File: src/sv/cmc_pkg.sv
// Shared types, codes and register reset values for the calibration mode controller.
`default_nettype none
package cmc_pkg;

	localparam int unsigned TIME_W = 32;

	// Item kinds carried in s_tuser
	localparam logic [1:0] KIND_TICK  = 2'd0;
	localparam logic [1:0] KIND_START = 2'd1;
	localparam logic [1:0] KIND_STOP  = 2'd2;
	localparam logic [1:0] KIND_KEEP  = 2'd3;

	// Mode events, also used as pending codes
	localparam logic [1:0] EV_NONE  = 2'd0;
	localparam logic [1:0] EV_ENTER = 2'd1;
	localparam logic [1:0] EV_EXIT  = 2'd2;

	// Calibration origins
	localparam logic [1:0] ORG_NONE = 2'd0;
	localparam logic [1:0] ORG_HW   = 2'd1;
	localparam logic [1:0] ORG_SW   = 2'd2;

	// Configuration register indexes
	localparam logic [1:0] REG_DEBOUNCE = 2'd0;
	localparam logic [1:0] REG_TIMEOUT  = 2'd1;
	localparam logic [1:0] REG_SCAN     = 2'd2;
	localparam logic [1:0] REG_BUTTON   = 2'd3;

	localparam logic [15:0] DEBOUNCE_RST = 16'd100;
	localparam logic [15:0] TIMEOUT_RST  = 16'd1500;
	localparam logic [7:0]  SCAN_RST     = 8'd10;
	localparam logic        BUTTON_RST   = 1'b1;

	typedef struct packed {
		logic [15:0] debounce_ticks;
		logic [15:0] timeout_ticks;
		logic [7:0]  scan_interval_ticks;
		logic        button_present;
	} cfg_t;

	typedef struct packed {
		logic [1:0]        kind;
		logic [TIME_W-1:0] now_time;
		logic              button_active;
	} item_t;

	typedef struct packed {
		logic [1:0] mode_event;
		logic       in_calibration;
		logic [1:0] cal_origin;
	} result_t;

endpackage
`default_nettype wire

File: src/sv/calibration_mode_controller_unit.sv
// Top level of the calibration mode controller: input register, update core, result register.
// Each accepted beat is one event (tick, start request, stop request or keepalive) and gives
// exactly one result beat. A beat is held in the input register while the core updates the
// mode state and loads the result register, which then presents the result on m_tvalid and
// m_tdata. One beat is taken every cycle while the result side is not stalled; the limit is
// the state update in the core, which must finish before the next event can use its outcome.
// A result waiting on m_tready holds any beat in the input register, which then stops
// accepting until the result is taken. Configuration registers should be written only while
// no beat is in flight.
`default_nettype none
module calibration_mode_controller_unit (
	input  wire logic        clk,
	input  wire logic        arst_n,
	input  wire logic        s_tvalid,
	output logic             s_tready,
	input  wire logic [39:0] s_tdata,  // [31:0] now_time, [32] button_active, rest zero
	input  wire logic [1:0]  s_tuser,  // [1:0] kind
	output logic             m_tvalid,
	input  wire logic        m_tready,
	output logic [7:0]       m_tdata,  // [1:0] mode_event, [2] in_calibration, [4:3] cal_origin
	input  wire logic        cfg_we,
	input  wire logic [1:0]  cfg_index,
	input  wire logic [15:0] cfg_data
);
	import cmc_pkg::*;

	cfg_t    cfg;
	item_t   item_s1;
	logic    valid_s1;
	logic    advance, accept;
	result_t res, res_q;
	logic    out_valid_q;

	cmc_cfg_regs u_cfg (
		.clk       (clk),
		.arst_n    (arst_n),
		.cfg_we    (cfg_we),
		.cfg_index (cfg_index),
		.cfg_data  (cfg_data),
		.cfg       (cfg)
	);

	cmc_core u_core (
		.clk    (clk),
		.arst_n (arst_n),
		.fire   (advance),
		.item   (item_s1),
		.cfg    (cfg),
		.result (res)
	);

	assign advance  = valid_s1 && (!out_valid_q || m_tready);
	assign s_tready = !valid_s1 || advance;
	assign accept   = s_tvalid && s_tready;

	always_ff @(posedge clk or negedge arst_n) begin
		if (!arst_n) begin
			valid_s1 <= 1'b0;
		end else if (s_tready) begin
			valid_s1 <= s_tvalid;
		end
	end

	always_ff @(posedge clk) begin
		if (accept) begin
			item_s1.kind          <= s_tuser;
			item_s1.now_time      <= s_tdata[31:0];
			item_s1.button_active <= s_tdata[32];
		end
	end

	always_ff @(posedge clk or negedge arst_n) begin
		if (!arst_n) begin
			out_valid_q <= 1'b0;
		end else if (advance) begin
			out_valid_q <= 1'b1;
		end else if (m_tready) begin
			out_valid_q <= 1'b0;
		end
	end

	always_ff @(posedge clk) begin
		if (advance) begin
			res_q <= res;
		end
	end

	assign m_tvalid = out_valid_q;
	assign m_tdata  = {3'd0, res_q.cal_origin, res_q.in_calibration, res_q.mode_event};

	// A result never reports an origin outside calibration
	a_origin_needs_cal: assert property (@(posedge clk) disable iff (!arst_n)
		(m_tvalid && !m_tdata[2]) |-> (m_tdata[4:3] == ORG_NONE))
		else $error("origin reported outside calibration");

	// A held input beat blocks the slave side while the result is stalled
	a_stall_blocks_input: assert property (@(posedge clk) disable iff (!arst_n)
		(valid_s1 && m_tvalid && !m_tready) |-> !s_tready)
		else $error("input accepted while the pipeline is full");

	// A beat that moves on with nothing behind it empties the input register
	a_s1_drains: assert property (@(posedge clk) disable iff (!arst_n)
		(advance && !accept) |=> !valid_s1)
		else $error("input register kept a beat that was already processed");

	// Every processed beat leaves a result in the output register
	a_result_loaded: assert property (@(posedge clk) disable iff (!arst_n)
		advance |=> m_tvalid)
		else $error("processed beat produced no result");

	// The unused event code never appears
	a_event_code: assert property (@(posedge clk) disable iff (!arst_n)
		m_tvalid |-> (m_tdata[1:0] != 2'd3))
		else $error("illegal mode event code");

endmodule
`default_nettype wire

File: src/sv/cmc_cfg_regs.sv
// Configuration registers of the calibration mode controller.
`default_nettype none
module cmc_cfg_regs (
	input  wire logic          clk,
	input  wire logic          arst_n,
	input  wire logic          cfg_we,
	input  wire logic [1:0]    cfg_index,
	input  wire logic [15:0]   cfg_data,
	output cmc_pkg::cfg_t      cfg
);
	import cmc_pkg::*;

	cfg_t cfg_q;

	always_ff @(posedge clk or negedge arst_n) begin
		if (!arst_n) begin
			cfg_q.debounce_ticks      <= DEBOUNCE_RST;
			cfg_q.timeout_ticks       <= TIMEOUT_RST;
			cfg_q.scan_interval_ticks <= SCAN_RST;
			cfg_q.button_present      <= BUTTON_RST;
		end else if (cfg_we) begin
			unique case (cfg_index)
				REG_DEBOUNCE: cfg_q.debounce_ticks      <= cfg_data;
				REG_TIMEOUT:  cfg_q.timeout_ticks       <= cfg_data;
				REG_SCAN:     cfg_q.scan_interval_ticks <= cfg_data[7:0];
				REG_BUTTON:   cfg_q.button_present      <= cfg_data[0];
				default:      cfg_q.button_present      <= cfg_q.button_present;
			endcase
		end
	end

	assign cfg = cfg_q;

endmodule
`default_nettype wire

File: src/sv/cmc_core.sv
// Mode state registers and the update for one item.
`default_nettype none
module cmc_core (
	input  wire logic          clk,
	input  wire logic          arst_n,
	input  wire logic          fire,
	input  cmc_pkg::item_t     item,
	input  cmc_pkg::cfg_t      cfg,
	output cmc_pkg::result_t   result
);
	import cmc_pkg::*;

	logic              mode_q, n_mode;
	logic [1:0]        origin_q, n_origin;
	logic [1:0]        pending_q, n_pending;
	logic [TIME_W-1:0] deb_start_q, n_deb_start;
	logic              deb_armed_q, n_deb_armed;
	logic [TIME_W-1:0] act_time_q, n_act_time;
	logic              act_valid_q, n_act_valid;
	logic [TIME_W-1:0] scan_time_q, n_scan_time;
	logic              scan_valid_q, n_scan_valid;

	logic [TIME_W-1:0] deb_gap, act_gap, scan_gap;
	logic              deb_done, act_expired, scan_early;
	logic              btn, pin, sw_cal;
	logic [1:0]        ev;

	// All time differences wrap modulo 2^32
	assign deb_gap     = item.now_time - deb_start_q;
	assign act_gap     = item.now_time - act_time_q;
	assign scan_gap    = item.now_time - scan_time_q;
	assign deb_done    = deb_gap >= {16'd0, cfg.debounce_ticks};
	assign act_expired = act_valid_q && (act_gap > {16'd0, cfg.timeout_ticks});
	assign scan_early  = scan_valid_q && (scan_gap < {24'd0, cfg.scan_interval_ticks});
	assign btn         = cfg.button_present;
	assign pin         = item.button_active;
	assign sw_cal      = mode_q && (origin_q == ORG_SW);

	always_comb begin
		n_mode       = mode_q;
		n_origin     = origin_q;
		n_pending    = pending_q;
		n_deb_start  = deb_start_q;
		n_deb_armed  = deb_armed_q;
		n_act_time   = act_time_q;
		n_act_valid  = act_valid_q;
		n_scan_time  = scan_time_q;
		n_scan_valid = scan_valid_q;
		ev           = EV_NONE;
		unique case (item.kind)
			KIND_TICK: begin
				if (pending_q == EV_ENTER || pending_q == EV_EXIT) begin
					// A queued event is reported and nothing is scanned
					ev          = pending_q;
					n_pending   = EV_NONE;
					n_deb_armed = 1'b0;
					n_deb_start = '0;
					if (pending_q == EV_ENTER) begin
						n_mode      = 1'b1;
						n_origin    = ORG_SW;
						n_act_time  = item.now_time;
						n_act_valid = 1'b1;
					end
				end else begin
					n_pending = EV_NONE;
					if (!(btn && scan_early)) begin
						if (btn) begin
							n_scan_time  = item.now_time;
							n_scan_valid = 1'b1;
						end
						if (!mode_q) begin
							if (btn) begin
								if (!pin) begin
									n_deb_armed = 1'b0;
									n_deb_start = '0;
								end else if (!deb_armed_q) begin
									n_deb_armed = 1'b1;
									n_deb_start = item.now_time;
								end else if (deb_done) begin
									n_mode      = 1'b1;
									n_origin    = ORG_HW;
									n_act_time  = '0;
									n_act_valid = 1'b0;
									n_deb_armed = 1'b0;
									n_deb_start = '0;
									ev          = EV_ENTER;
								end
							end
						end else if (origin_q == ORG_HW) begin
							if (!btn) begin
								n_mode      = 1'b0;
								n_origin    = ORG_NONE;
								n_act_time  = '0;
								n_act_valid = 1'b0;
								ev          = EV_EXIT;
							end else if (pin) begin
								n_deb_armed = 1'b0;
								n_deb_start = '0;
							end else if (!deb_armed_q) begin
								n_deb_armed = 1'b1;
								n_deb_start = item.now_time;
							end else if (deb_done) begin
								n_mode      = 1'b0;
								n_origin    = ORG_NONE;
								n_act_time  = '0;
								n_act_valid = 1'b0;
								n_deb_armed = 1'b0;
								n_deb_start = '0;
								ev          = EV_EXIT;
							end
						end else if (origin_q == ORG_SW) begin
							if (btn) begin
								n_deb_armed = 1'b0;
								n_deb_start = '0;
							end
							if (act_expired) begin
								n_mode      = 1'b0;
								n_origin    = ORG_NONE;
								n_act_time  = '0;
								n_act_valid = 1'b0;
								ev          = EV_EXIT;
							end
						end else begin
							// Calibration without an origin falls back silently
							n_mode      = 1'b0;
							n_origin    = ORG_NONE;
							n_act_time  = '0;
							n_act_valid = 1'b0;
						end
					end
				end
			end
			KIND_START: begin
				if (!mode_q) begin
					n_pending = EV_ENTER;
				end else if (sw_cal) begin
					n_act_time  = item.now_time;
					n_act_valid = 1'b1;
				end
			end
			KIND_STOP: begin
				if (pending_q == EV_ENTER) begin
					n_pending = EV_NONE;
				end else if (sw_cal) begin
					n_mode      = 1'b0;
					n_origin    = ORG_NONE;
					n_act_time  = '0;
					n_act_valid = 1'b0;
					n_pending   = EV_EXIT;
				end
			end
			KIND_KEEP: begin
				if (sw_cal) begin
					n_act_time  = item.now_time;
					n_act_valid = 1'b1;
				end
			end
			default: ev = EV_NONE;
		endcase
	end

	always_ff @(posedge clk or negedge arst_n) begin
		if (!arst_n) begin
			mode_q       <= 1'b0;
			origin_q     <= ORG_NONE;
			pending_q    <= EV_NONE;
			deb_start_q  <= '0;
			deb_armed_q  <= 1'b0;
			act_time_q   <= '0;
			act_valid_q  <= 1'b0;
			scan_time_q  <= '0;
			scan_valid_q <= 1'b0;
		end else if (fire) begin
			mode_q       <= n_mode;
			origin_q     <= n_origin;
			pending_q    <= n_pending;
			deb_start_q  <= n_deb_start;
			deb_armed_q  <= n_deb_armed;
			act_time_q   <= n_act_time;
			act_valid_q  <= n_act_valid;
			scan_time_q  <= n_scan_time;
			scan_valid_q <= n_scan_valid;
		end
	end

	assign result.mode_event     = ev;
	assign result.in_calibration = n_mode;
	assign result.cal_origin     = n_mode ? n_origin : ORG_NONE;

endmodule
`default_nettype wire
File: config.mk
export PLATFORM = sky130hd
export DESIGN_NAME = calibration_mode_controller_unit
export DESIGN_NICKNAME = d
export VERILOG_FILES = /design/src/sv/cmc_pkg.sv /design/src/sv/calibration_mode_controller_unit.sv /design/src/sv/cmc_cfg_regs.sv /design/src/sv/cmc_core.sv
export SDC_FILE = /design/constraint.sdc
export NUM_CORES = 1
export LEC_CHECK = 0
export BUFFER_PORTS_ARGS = -buffer_cell sky130_fd_sc_hd__buf_2
export CAP_MARGIN = 20
export CELL_PAD_IN_SITES_DETAIL_PLACEMENT = 0
export CELL_PAD_IN_SITES_GLOBAL_PLACEMENT = 1
export CORE_MARGIN = 2
export CORE_UTILIZATION = 49
export DETAILED_ROUTE_END_ITERATION = 16
export HOLD_SLACK_MARGIN = 0.1
export PLACE_DENSITY = 0.86
export SYNTH_ARGS = -nofsm -noshare
export SYNTH_HDL_FRONTEND = slang
export SYNTH_HIERARCHICAL = 1
export SYNTH_SLANG_ARGS = --single-unit
File: constraint.sdc
create_clock -name clk -period 6.2 [get_ports clk]
set_input_delay 0.31 -clock clk [delete_from_list [all_inputs] [get_ports clk]]
set_output_delay 0.31 -clock clk [all_outputs]
set_load 0.005 [all_outputs]
# [Yosys cells after proc, flatten, opt, wreduce, memory -nomap -nowiden]
# Cells that the tools add are included.
[totals] output_inout_bits=10 inputBits=65 elab_cells=192 mem_bits_rw=0 register_bits=187 latchBits=0 mem_count=0 rom_bits=0
[classes] shift=0 n_eq_ne=25 addsub=3 bitwise_logic=2 multipliers=0 n_mux=114 n_reduce_logical=24 n_lt_le_gt_ge=3 div_mod_pow=0
[op_table] op="32-bit 2-to-1 mux" count=29
[op_table] op="32-bit one-hot mux with 4 select lines" count=1
[op_table] op="32-bit subtractor" count=3
[op_table] op="2-bit 2-to-1 mux" count=33
[op_table] op="1-bit 2-to-1 mux" count=47
[op_table] op="32-bit by 16-bit >= comparator with 1-bit output" count=1
[op_table] op="32-bit by 16-bit > comparator with 1-bit output" count=1
[op_table] op="32-bit by 8-bit less-than comparator with 1-bit output" count=1
[op_table] op="2-bit equality test (second input constant)" count=6
[op_table] op="3-bit by 2-bit inequality test with 1-bit output (second input constant)" count=4
[op_table] op="6-bit inequality test (second input constant)" count=2
[op_table] op="10-bit AND reduction" count=1
[op_table] op="2-bit by 1-bit equality test with 1-bit output (second input constant)" count=4
[op_table] op="4-bit by 2-bit inequality test with 1-bit output (second input constant)" count=2
[op_table] op="2-bit AND reduction" count=4
[op_table] op="7-bit AND reduction" count=1
[op_table] op="1-bit logical AND" count=6
[op_table] op="2-bit by 1-bit inequality test with 1-bit output (second input constant)" count=3
[op_table] op="2-bit one-hot mux with 3 select lines" count=1
[op_table] op="3-bit nonzero test" count=2
[op_table] op="5-bit AND reduction" count=1
[op_table] op="2-bit logical NOT" count=2
[op_table] op="2-bit inequality test (second input constant)" count=2
[op_table] op="4-bit inequality test (second input constant)" count=1
[op_table] op="9 further kinds" count=13

# [Depth between registers and ports, before layout]
# Gate-level depths: netlist of run 1.
[logic_depth] depth_word=11 mapped_depth=25 mapped_depth_nobuf=24

# [Hierarchy]
# Netlist of run 1, hierarchy kept.
[modules_own_cells] mod="cmc_core" n_inst=1 area_per_inst_um2=11649.9 cells_per_inst=1505 seq_area_each_um2=2602.5
[modules_own_cells] mod="cmc_cfg_regs" n_inst=1 area_per_inst_um2=1569.0 cells_per_inst=88 seq_area_each_um2=1042.2
[modules_own_cells] mod="calibration_mode_controller_unit" n_inst=1 area_per_inst_um2=1331.3 cells_per_inst=52 seq_area_each_um2=1251.2

# [Worst setup path after synthesis of run 1]
# No wires, ideal clock.
[synth_timing] kind="flip-flop to flip-flop" start="reg item_s1[1] (netlist bit)" end="reg res_q, in the netlist m_tdata[4], data pin" stages_incl_launch_ff=22 slack_ps=916 t_required_ps=6041 setup_ps=159 arrival_ps=5125 period_less_slack_ps=5284 n_path_buf=0 path_cell_list="edfxtp_1 -> inv_1 -> ha_1 -> inv_1 -> fa_1 -> a21o_1 -> a311o_1 -> a2111oi_2 -> nor3_1 -> xor2_1 -> ha_1 -> nand4_1 -> nor4_1 -> nand4_1 -> o31a_1 -> or4_1 -> nor4_1 -> nand4_1 -> nor4_1 -> o21ai_0 -> a211o_1 -> a22oi_1"
[synth_via] elab_chain_len=11 word_cells_on_any_way=39 cone_classes="add/sub: 3; order compare: 3; mux: 30; reduce/logical: 3"
[synth_lines] item="start, declared" line="calibration_mode_controller_unit.sv:28" source="item_t item_s1;"
[synth_lines] item="32-bit subtractor" line="cmc_core.sv:29" source="assign deb_gap = item.now_time - deb_start_q;"
[synth_lines] item="32-bit by 16-bit >= comparator with 1-bit output" line="cmc_core.sv:32" source="assign deb_done = deb_gap >= {16'd0, cfg.debounce_ticks};"
[synth_lines] item="2-bit 2-to-1 mux / 1-bit 2-to-1 mux (equally long branches)" line="cmc_core.sv:102" source="end else if (deb_done) begin"
[synth_lines] item="2-bit 2-to-1 mux / 1-bit 2-to-1 mux (equally long branches)" line="cmc_core.sv:99" source="end else if (!deb_armed_q) begin"
[synth_lines] item="2-bit 2-to-1 mux / 1-bit 2-to-1 mux (equally long branches)" line="cmc_core.sv:96" source="end else if (pin) begin"
[synth_lines] item="2-bit 2-to-1 mux / 1-bit 2-to-1 mux (equally long branches)" line="cmc_core.sv:90" source="if (!btn) begin"
[synth_lines] item="2-bit 2-to-1 mux / 1-bit 2-to-1 mux (equally long branches)" line="cmc_core.sv:89" source="end else if (origin_q == ORG_HW) begin"
[synth_lines] item="2-bit 2-to-1 mux / 1-bit 2-to-1 mux (equally long branches)" line="cmc_core.sv:71" source="if (!mode_q) begin"
[synth_lines] item="2-bit 2-to-1 mux / 1-bit 2-to-1 mux (equally long branches)" line="cmc_core.sv:66" source="if (!(btn && scan_early)) begin"
[synth_lines] item="2-bit 2-to-1 mux / 1-bit 2-to-1 mux (equally long branches)" line="cmc_core.sv:52" source="if (pending_q == EV_ENTER || pending_q == EV_EXIT) begin"
[synth_lines] item="2-bit one-hot mux with 2 select lines / 1-bit one-hot mux with 2 select lines (equally long branches)" line="cmc_core.sv:50" source="unique case (item.kind)"
[synth_lines] item="end signal, assigned" line="calibration_mode_controller_unit.sv:84" source="res_q <= res;"
[synth_lines] item="end, declared" line="calibration_mode_controller_unit.sv:31" source="result_t res, res_q;"
# Several ways; a longest one is shown, not always the timed one.
# A chain may end at the register's enable or synchronous reset.

# [Worst setup path after layout of run 1]
# Ends and elaborated chain as after synthesis.

==> reports/metrics.csv, run 1 <==
stage,metric,value,unit
sta,actual slew at the worst max-slew pin,0.977,ns
yosys,post-synthesis register bit count,187,
cts,clock sinks,187,
routing,final WL,39300,µm
placed_design,Placed Cells,2043,
global_routing,initial antenna violation count,0,
cts,Bufs on Longest Clock Path,2,
critical_path,Worst path slowest cell,or4_1,
die,Die Y,176,µm
cts,Worst-Skew Late Latency,0.45,ns
critical_path,Reg2Reg Setup Slack,0.40,ns
routing,via count,12800,
final_layout,"commonest cells after routing, fill and taps aside","inv_1, nand2_1, ha_1",
final_layout,layout cells sized above 1,11.2,%
final_layout,filler instances,2744,
yosys,"FFs w/ async S/R, synth",78.6,%
die,CORE AREA,0.0294,mm²
sta,Worst Skew,0.0115,ns
cts,CTS tree,built,
min_path,worst hold path type,in2reg,
min_path,Worst Hold Path EP,u_cfg/cfg[40],
pwr,Comb power frac,61.0,%
placed_design,detailed placement HPWL,30300,µm
global_routing,largest net degree at the start of global routing,83,
critical_path,crit path max fanout,5,
die,die area,0.0311,mm²
cts,H-tree depth,4,
yosys,Synth top area share,23.0,%
sta,slew margin rel.,33.2,%
sta,setup slack after layout,0.403,ns
die,initial core utilization,49.5,%
yosys,number of synthesized flops with an enable pin,40,
routing,Post-DRT Antenna Nets,0,
placed_design,# port buffers,64,
cts,Post-CTS Repair Setup Buffers,0,
critical_path,Worst EP arrival,6.09,ns
sta,RSZ-0062 raised after global routing,no,
die,io pins,75,
routing,vias per cell,6.03,
die,width of the die,176,µm
final_layout,Layout area overhead,11.0,%
critical_path,crit path cell chain,inv_2 > ha_1 > inv_1 > fa_1 > a21o_1 > a311o_2 > a2111oi_2 > nor3_1 > xor2_1 > ha_1 > nand4_1 > nor4_2 > a21boi_0 > o31a_1 > or4_1 > nor4_4 > nand4_1 > nor4_2 > buf_4 > o21ai_0 > a211o_1 > a22oi_1,
sta,Final Hold Fails,0,
critical_path,R2R cell count,22,
pwr,sw frac,45.8,%
global_routing,GR Util All Layers,25.6,%
die,standard-cell rows,63,
global_routing,final global-route overflow total,0,
sta,Hold Slack,0.122,ns
yosys,Syn Area/Cell,8.85,µm²
pwr,Clock power frac,14.2,%
pwr,Pwr per Cell Area,460,mW/mm²
critical_path,Critical Path RT,6.49,ns
final_layout,"most common cell after layout, fill and taps aside",inv_1,
final_layout,final net count,1918,
sta,min Tclk post-route,5.80,ns
pwr,internal power,4.03,mW
routing,DRT iter0 DRCs,1226,
critical_path,Startpoint Class,flop,
final_layout,# diodes,0,
sta,f_max,172,MHz
flow_run,MaxCap Viol Count,0,
critical_path,reg2reg start,item_s1[1],
sta,fin. max-slew vios,0,
final_layout,"non-filler cells, final",2117,
yosys,largest cells by area after synthesis,"dfrtp_1, ha_1, edfxtp_1",
yosys,Netlist Area Pre-Place,0.0146,mm²
critical_path,CP Capture Type,flop,
pwr,leakage power,6.97,nW
critical_path,critical path depth,22,
yosys,Synth area leader,dfrtp_1,
yosys,Synth warnings,6,
placed_design,gpl congestion,0.945,
pwr,Seq pwr share,24.8,%
pwr,VDD IR max,0.218,mV
cts,Root Buffer,clkbuf_16,
pwr,Switch Pwr,3.40,mW
critical_path,WP buf/inv,3,
sta,crit share post-route,93.5,%
global_routing,first-pass GRT wire length,63000,µm
critical_path,"delay-heaviest family, CP",compound AO/OA/AOI/OAI gates,
min_path,HP Start,cfg_data[15],
critical_path,Crit path largest cell delay,0.57,ns
cts,CTS buffer count,17,
cts,"CTS clk-pin slew, worst paths",0.07,ns
yosys,Mapped Cells,1645,
global_routing,vias in the first global route,12200,
yosys,synth unique cells,96,
min_path,Hold Path Depth,2,
routing,DR pass1 iterations,6,
routing,Wirelength per Cell,18.6,µm
yosys,top_reg_cell synth,dfrtp_1,
sta,Final TNS setup,0,ns
sta,Setup Viol. Count Final,0,
run_status,status,completed,
critical_path,Crit Path Category,reg2reg,
routing,DRC Markers,0,
placed_design,dpl ws,0.210,ns
yosys,register area share after synthesis,33.6,%
critical_path,worst reg2reg path endpoint,m_tdata[4],
final_layout,end-of-flow core utilization,54.9,%
-- sequential cells by signal (all words and copies together), names as in the netlist, 2 cells and up --
name                cells
item_s1                35
m_tdata                 5
u_core/scan_time_q     32
u_core/deb_start_q     32
u_core/act_time_q      32
u_core/origin_q         2
u_cfg/cfg              41
u_core/pending_q        2
-- worst reg2reg max path, cell delays in order (launching register included) --
cell and delay [ns]:
edfxtp_1 0.46, inv_2 0.12, ha_1 0.16, inv_1 0.06
fa_1 0.39, a21o_1 0.21, a311o_2 0.47, a2111oi_2 0.38
nor3_1 0.10, xor2_1 0.16, ha_1 0.29, nand4_1 0.16
nor4_2 0.06, a21boi_0 0.13, o31a_1 0.32, or4_1 0.57
nor4_4 0.31, nand4_1 0.17, nor4_2 0.28, buf_4 0.16
o21ai_0 0.13, a211o_1 0.37, a22oi_1 0.18
-- kinds of logic (layout without fill, tap and decap cells) --
family,count (synthesis),after routing,share of synthesized area [%]
adder cells (fa/ha/maj),139,139,12.1
buffers and inverters,238,318,6.74
AO/OA/AOI/OAI,532,532,25.1
other,1,3,0.0258
flip-flops,187,187,33.6
AND/OR/NAND/NOR,445,445,15.4
multiplexers,47,47,3.60
XOR/XNOR,56,56,3.37
-- metrics by stage --
step / power (mW) / cell area (µm²)
after CTS: 7.38 / 16100
after global placement: 6.19 / 15100
after floorplan: 5.23 / 14600
final: 7.42 / 16200
after global routing: 8.07 / 16200
after detailed placement: 6.26 / 15100
-- how the worst max path moves through the flow --
stage                          start         end  slack [ns]
final                     item_s1[1]  m_tdata[4]        0.40
after floorplan           item_s1[1]  m_tdata[4]        0.92
after global routing      item_s1[1]  m_tdata[4]        0.02
after global placement    item_s1[1]  m_tdata[3]        0.27
after detailed placement  item_s1[1]  m_tdata[4]        0.21
after CTS                 item_s1[1]  m_tdata[4]        0.18
-- Yosys cell counts, types with 6 or more instances --
| library cell | instances |
|---|---|
| a22oi_1 | 7 |
| nor2b_1 | 13 |
| o21bai_1 | 16 |
| a22o_1 | 65 |
| nand2_1 | 138 |
| xnor2_1 | 37 |
| o21ai_0 | 69 |
| a221oi_1 | 6 |
| nand2b_1 | 17 |
| edfxtp_1 | 40 |
| nor3_1 | 30 |
| a21oi_1 | 131 |
| a21o_1 | 34 |
| a2111oi_0 | 7 |
| xor2_1 | 19 |
| or3_1 | 7 |
| clkbuf_1 | 38 |
| and3_1 | 12 |
| a31oi_1 | 17 |
| nor4_1 | 16 |
| buf_4 | 8 |
| buf_2 | 15 |
| o21a_1 | 17 |
| o211ai_1 | 15 |
| nand4_1 | 32 |
| o221ai_1 | 7 |
| o21ai_1 | 38 |
| o22ai_1 | 7 |
| inv_1 | 169 |
| and2_1 | 13 |
| mux2_2 | 41 |
| a311oi_1 | 8 |
| a21boi_0 | 6 |
| nor2_1 | 85 |
| nand3_1 | 41 |
| o2111ai_1 | 7 |
| a211oi_1 | 14 |
| and4_1 | 8 |
| ha_1 | 136 |
| dfrtp_1 | 134 |
| dfstp_2 | 13 |
-- power by group through the flow --
stage | clock network (mW) | registers [mW] | logic, mW
finish | 1.06 | 1.84 | 4.53
global route | 1.14 | 1.89 | 5.04
CTS | 1.09 | 1.84 | 4.45
detailed placement | 0 | 1.86 | 4.40
global placement | 0 | 1.85 | 4.34
floorplan | 0 | 1.78 | 3.45
-- layer usage --
metal  wire (µm)  GRT usage [%]  up-vias  part of all wire, %
met4         911           7.92        0                  2.3
met5           0              0        -                    0
met1       18600           36.2     6162                   47
li1            -              -     6199                    -
met3        1870           4.29       56                  4.8
met2       17900           40.4      354                   46
-- layout make-up --
class,instances,area [µm²],share of cell area (%)
Clock buffer,20,458,2.84
Timing Repair Buffer,117,842,5.21
Multi-Input combinational cell,1222,8730,54.1
Tap cell,390,488,3.02
Sequential cell,187,4900,30.3
Inverter,169,634,3.93
Clock inverter,12,100,0.620
-- timing repair --
action                                  4_1_cts  5_1_grt
hold buffers                                 42        0
endpoints found under the setup margin        0       40
endpoints found under the hold margin       123        0
gates resized for setup                       0        7
Power figures use the tool's default switching activity.
==> inputs of run 2 (changes only) <==
--- a/config.mk
+++ b/config.mk
@@ -5,13 +5,15 @@
 export SDC_FILE = /design/constraint.sdc
 export NUM_CORES = 1
 export LEC_CHECK = 0
+export ABC_AREA = 1
 export BUFFER_PORTS_ARGS = -buffer_cell sky130_fd_sc_hd__buf_2
 export CAP_MARGIN = 20
 export CELL_PAD_IN_SITES_DETAIL_PLACEMENT = 0
 export CELL_PAD_IN_SITES_GLOBAL_PLACEMENT = 1
 export CORE_MARGIN = 2
-export CORE_UTILIZATION = 49
+export CORE_UTILIZATION = 46
 export DETAILED_ROUTE_END_ITERATION = 16
+export GPL_ROUTABILITY_DRIVEN = 1
 export HOLD_SLACK_MARGIN = 0.1
 export PLACE_DENSITY = 0.86
 export SYNTH_ARGS = -nofsm -noshare
==> run 2 against run 1 <==
  * Synthesized area up 19%
  * Non-clock buffer count fell by 5
  * Sequential share of layout area down 4.2 points
  * First-iteration DRC count up 16%
  * Hold slack improved by 0.013 ns
  * Cell count rose by 50%
  * Die area increased by 26%
  * Critical path depth grew 3
  * Wire length up 44%
  * Clock-buffer cell count down 1
  * Combinational power increased by 29%
  * Largest power group unchanged
==> reports/metrics.csv, run 2 <==
stage,metric,value,unit,change
final_layout,number of flip-flops in the largest register,41,,unchanged
sta,fin. max-slew vios,0,,unchanged
cts,Root Buffer,clkbuf_16,,
yosys,Syn Area/Cell,6.57,µm²,-26%
pwr,total power,8.91,mW,+20%
routing,met2 wire len,26100,µm,+45%
final_layout,post-route cell area,0.0188,mm²,+16%
sta,Worst Skew,0.0191,ns,+0.00763 ns
critical_path,crit path max fanout,32,,+27
cts,Worst-Skew Late Latency,0.45,ns,about the same
sta,f_max,204,MHz,+18%
sta,Setup Viol. Count Final,0,,unchanged
routing,Post-DRT Antenna Nets,0,,unchanged
placed_design,gpl congestion,0.971,,+2.8%
global_routing,initial antenna violation count,0,,unchanged
routing,final WL,56800,µm,+44%
critical_path,Crit Path Category,reg2reg,,
yosys,synth unique cells,60,,-38%
sta,RSZ-0062 raised after global routing,no,,
cts,cts repair resizes,0,,unchanged
critical_path,Worst path slowest cell,fa_1,,
sta,setup slack after layout,1.29,ns,+0.891 ns
cts,"CTS clk-pin slew, worst paths",0.08,ns,about the same
yosys,post-synthesis register bit count,187,,unchanged
yosys,"FFs w/ async S/R, synth",78.6,%,unchanged
cts,CTS buffer count,17,,unchanged
critical_path,reg2reg start,item_s1[1],,
die,Die Y,198,µm,+12%
yosys,Netlist Area Pre-Place,0.0173,mm²,+19%
final_layout,"most common cell after layout, fill and taps aside",nand2_1,,
die,initial core utilization,46.9,%,-2.6 points
die,width of the die,198,µm,+12%
sta,slew margin rel.,26.5,%,-6.7 points
yosys,Synth top area share,19.4,%,-3.6 points
die,CORE AREA,0.0368,mm²,+25%
min_path,worst hold path type,in2reg,,
yosys,register area share after synthesis,28.4,%,-5.3 points
yosys,most frequent cell after synthesis,nand2_1,,
sta,actual slew at the worst max-slew pin,1.10,ns,+0.123 ns
min_path,HP Start,cfg_data[14],,
die,standard-cell rows,70,,+11%
yosys,largest cells by area after synthesis,"dfrtp_1, nand2_1, inv_1",,
critical_path,Crit path largest cell delay,0.45,ns,-0.12 ns
sta,min Tclk post-route,4.91,ns,-0.891 ns
global_routing,GR Util All Layers,29.6,%,+3.9 points
sta,crit share post-route,79.1,%,-14 points
cts,Post-CTS Repair Setup Buffers,0,,unchanged
routing,DR top layer,met4,,
placed_design,dpl ws,1.37,ns,+1.16 ns
final_layout,"commonest cells after routing, fill and taps aside","nand2_1, inv_1, nor2_1",,
placed_design,detailed placement HPWL,44400,µm,+47%
sta,Final TNS setup,0,ns,unchanged
critical_path,Critical Path RT,6.58,ns,+0.09 ns
cts,Bufs on Longest Clock Path,2,,unchanged
routing,via count,17100,,+34%
routing,M1 WL,26000,µm,+40%
min_path,Worst Hold Path EP,u_cfg/cfg[39],,
yosys,Mapped Cells,2626,,+60%
final_layout,layout cells sized above 1,8.75,%,-2.4 points
routing,DRC Markers,0,,unchanged
global_routing,first-pass GRT wire length,88300,µm,+40%
placed_design,"Cell Area, Placed",0.0178,mm²,+18%
die,io pins,75,,unchanged
critical_path,R2R cell count,25,,+14%
final_layout,# diodes,0,,unchanged
routing,vias per cell,5.39,,-11%
sta,Final Hold Fails,0,,unchanged
pwr,leakage power,9.99,nW,+43%
critical_path,Startpoint Class,flop,,
die,die area,0.0391,mm²,+26%
yosys,top_reg_cell synth,dfrtp_1,,
cts,H-tree depth,4,,unchanged
critical_path,Worst EP arrival,5.28,ns,-0.81 ns
final_layout,Layout area overhead,8.75,%,
global_routing,largest net degree at the start of global routing,98,,+18%
critical_path,Reg2Reg Setup Slack,1.29,ns,+0.89 ns
yosys,number of synthesized flops with an enable pin,40,,unchanged
critical_path,"most used cell, CP",nand2_1,,
run_status,status,completed,,
routing,DR WL met3,3840,µm,+100%
yosys,Synth top cells by count,"nand2_1, inv_1, nor2_1",,
cts,CTS tree,built,,
routing,DR pass1 iterations,6,,unchanged
flow_run,MaxCap Viol Count,0,,unchanged
global_routing,vias in the first global route,16500,,+35%
final_layout,end-of-flow core utilization,51.0,%,-3.9 points
placed_design,# port buffers,64,,unchanged
critical_path,worst reg2reg path endpoint,u_core/act_time_q[18],,
cts,clock sinks,187,,unchanged
final_layout,final net count,2899,,+51%
routing,Wirelength per Cell,17.9,µm,-3.8%
yosys,Synth area leader,dfrtp_1,,
critical_path,CP Capture Type,flop,,
pwr,VDD IR max,0.233,mV,+7.0%
yosys,Synth warnings,6,,unchanged
global_routing,final global-route overflow total,0,,unchanged
routing,DRT iter0 DRCs,1425,,+16%
min_path,Hold Path Depth,3,,+1
pwr,Pwr per Cell Area,475,mW/mm²,+3.2%
==> run 2: changes by cell type after synthesis, sizes merged, moves of 23 or more <==
cell,before,now
nand2,138,897
inv,169,468
nand3,41,184
nor2,85,192
a22o,65,0
o21ai,107,155
mux2,43,0
a21o,34,5
xnor2,37,8
nand4,32,56
o22ai,7,30
==> run 2: power breakdown <==
group / internal [mW] / total, mW / switching (mW)
sequential: 1.64 / 1.95 / 0.308
combinational: 2.01 / 5.85 / 3.85
clock: 0.545 / 1.10 / 0.556
==> run 2: cell families after synthesis <==
group / share of synthesized area (%)
buffers and inverters: 12.9
DFF: 28.4
other: 0.0217
and+or+nand+nor: 34.0
AOI/OAI and AO/OA: 12.2
xor gates and xnor gates: 2.28
adders and majority gates: 10.2
==> run 2: worst max-delay path by stage <==
stage                     from               endpoint  depth (start not counted)
finish              item_s1[1]  u_core/act_time_q[18]                         25
global route        item_s1[1]  u_core/act_time_q[30]                         25
CTS                 item_s1[1]  u_core/act_time_q[18]                         25
detailed placement  item_s1[1]  u_core/act_time_q[18]                         25
global placement    item_s1[1]   u_core/act_time_q[7]                         25
floorplan           item_s1[1]  u_core/act_time_q[11]                         27
==> run 2: cell type report <==
cell class                      count  area (µm²)
Inverter                          469        1760
Clock inverter                     13         126
Fill cell                        3802       18000
Multi-Input combinational cell   1908       10200
Tap cell                          468         586
Clock buffer                       19         443
Timing Repair Buffer              112         782
Sequential cell                   187        4900
==> run 2: routing by layer <==
| metal | vias to the layer above | track usage (%) |
|---|---|---|
| met2 | 504 | 48.4 |
| met3 | 57 | 3.45 |
| li1 | 8470 | - |
| met5 | - | 0 |
| met1 | 8078 | 41.6 |
| met4 | 0 | 7.35 |
==> run 2: per-stage QoR <==
step / hold WS [ns] / cells
finish: 0.136 / 3176
global route: 0.126 / 3176
CTS: 0.110 / 3176
detailed placement: 0.456 / 3106
global placement: 0.449 / 3106
floorplan: 0.0144 / 2628
==> run 2: repair_timing <==
item                                   in CTS  in global routing
endpoints found under the hold margin     120                  0
setup endpoints to repair                   0                  0
hold buffers                               38                  0
==> run 2: worst max-delay path: cells and delay by family (launching register included) <==
family                     cells  cell delay (ns)
adders and majority gates      3             0.95
DFF                            1             0.36
and+or+nand+nor               18             2.51
buffers and inverters          3             0.81
xor gates and xnor gates       1             0.18
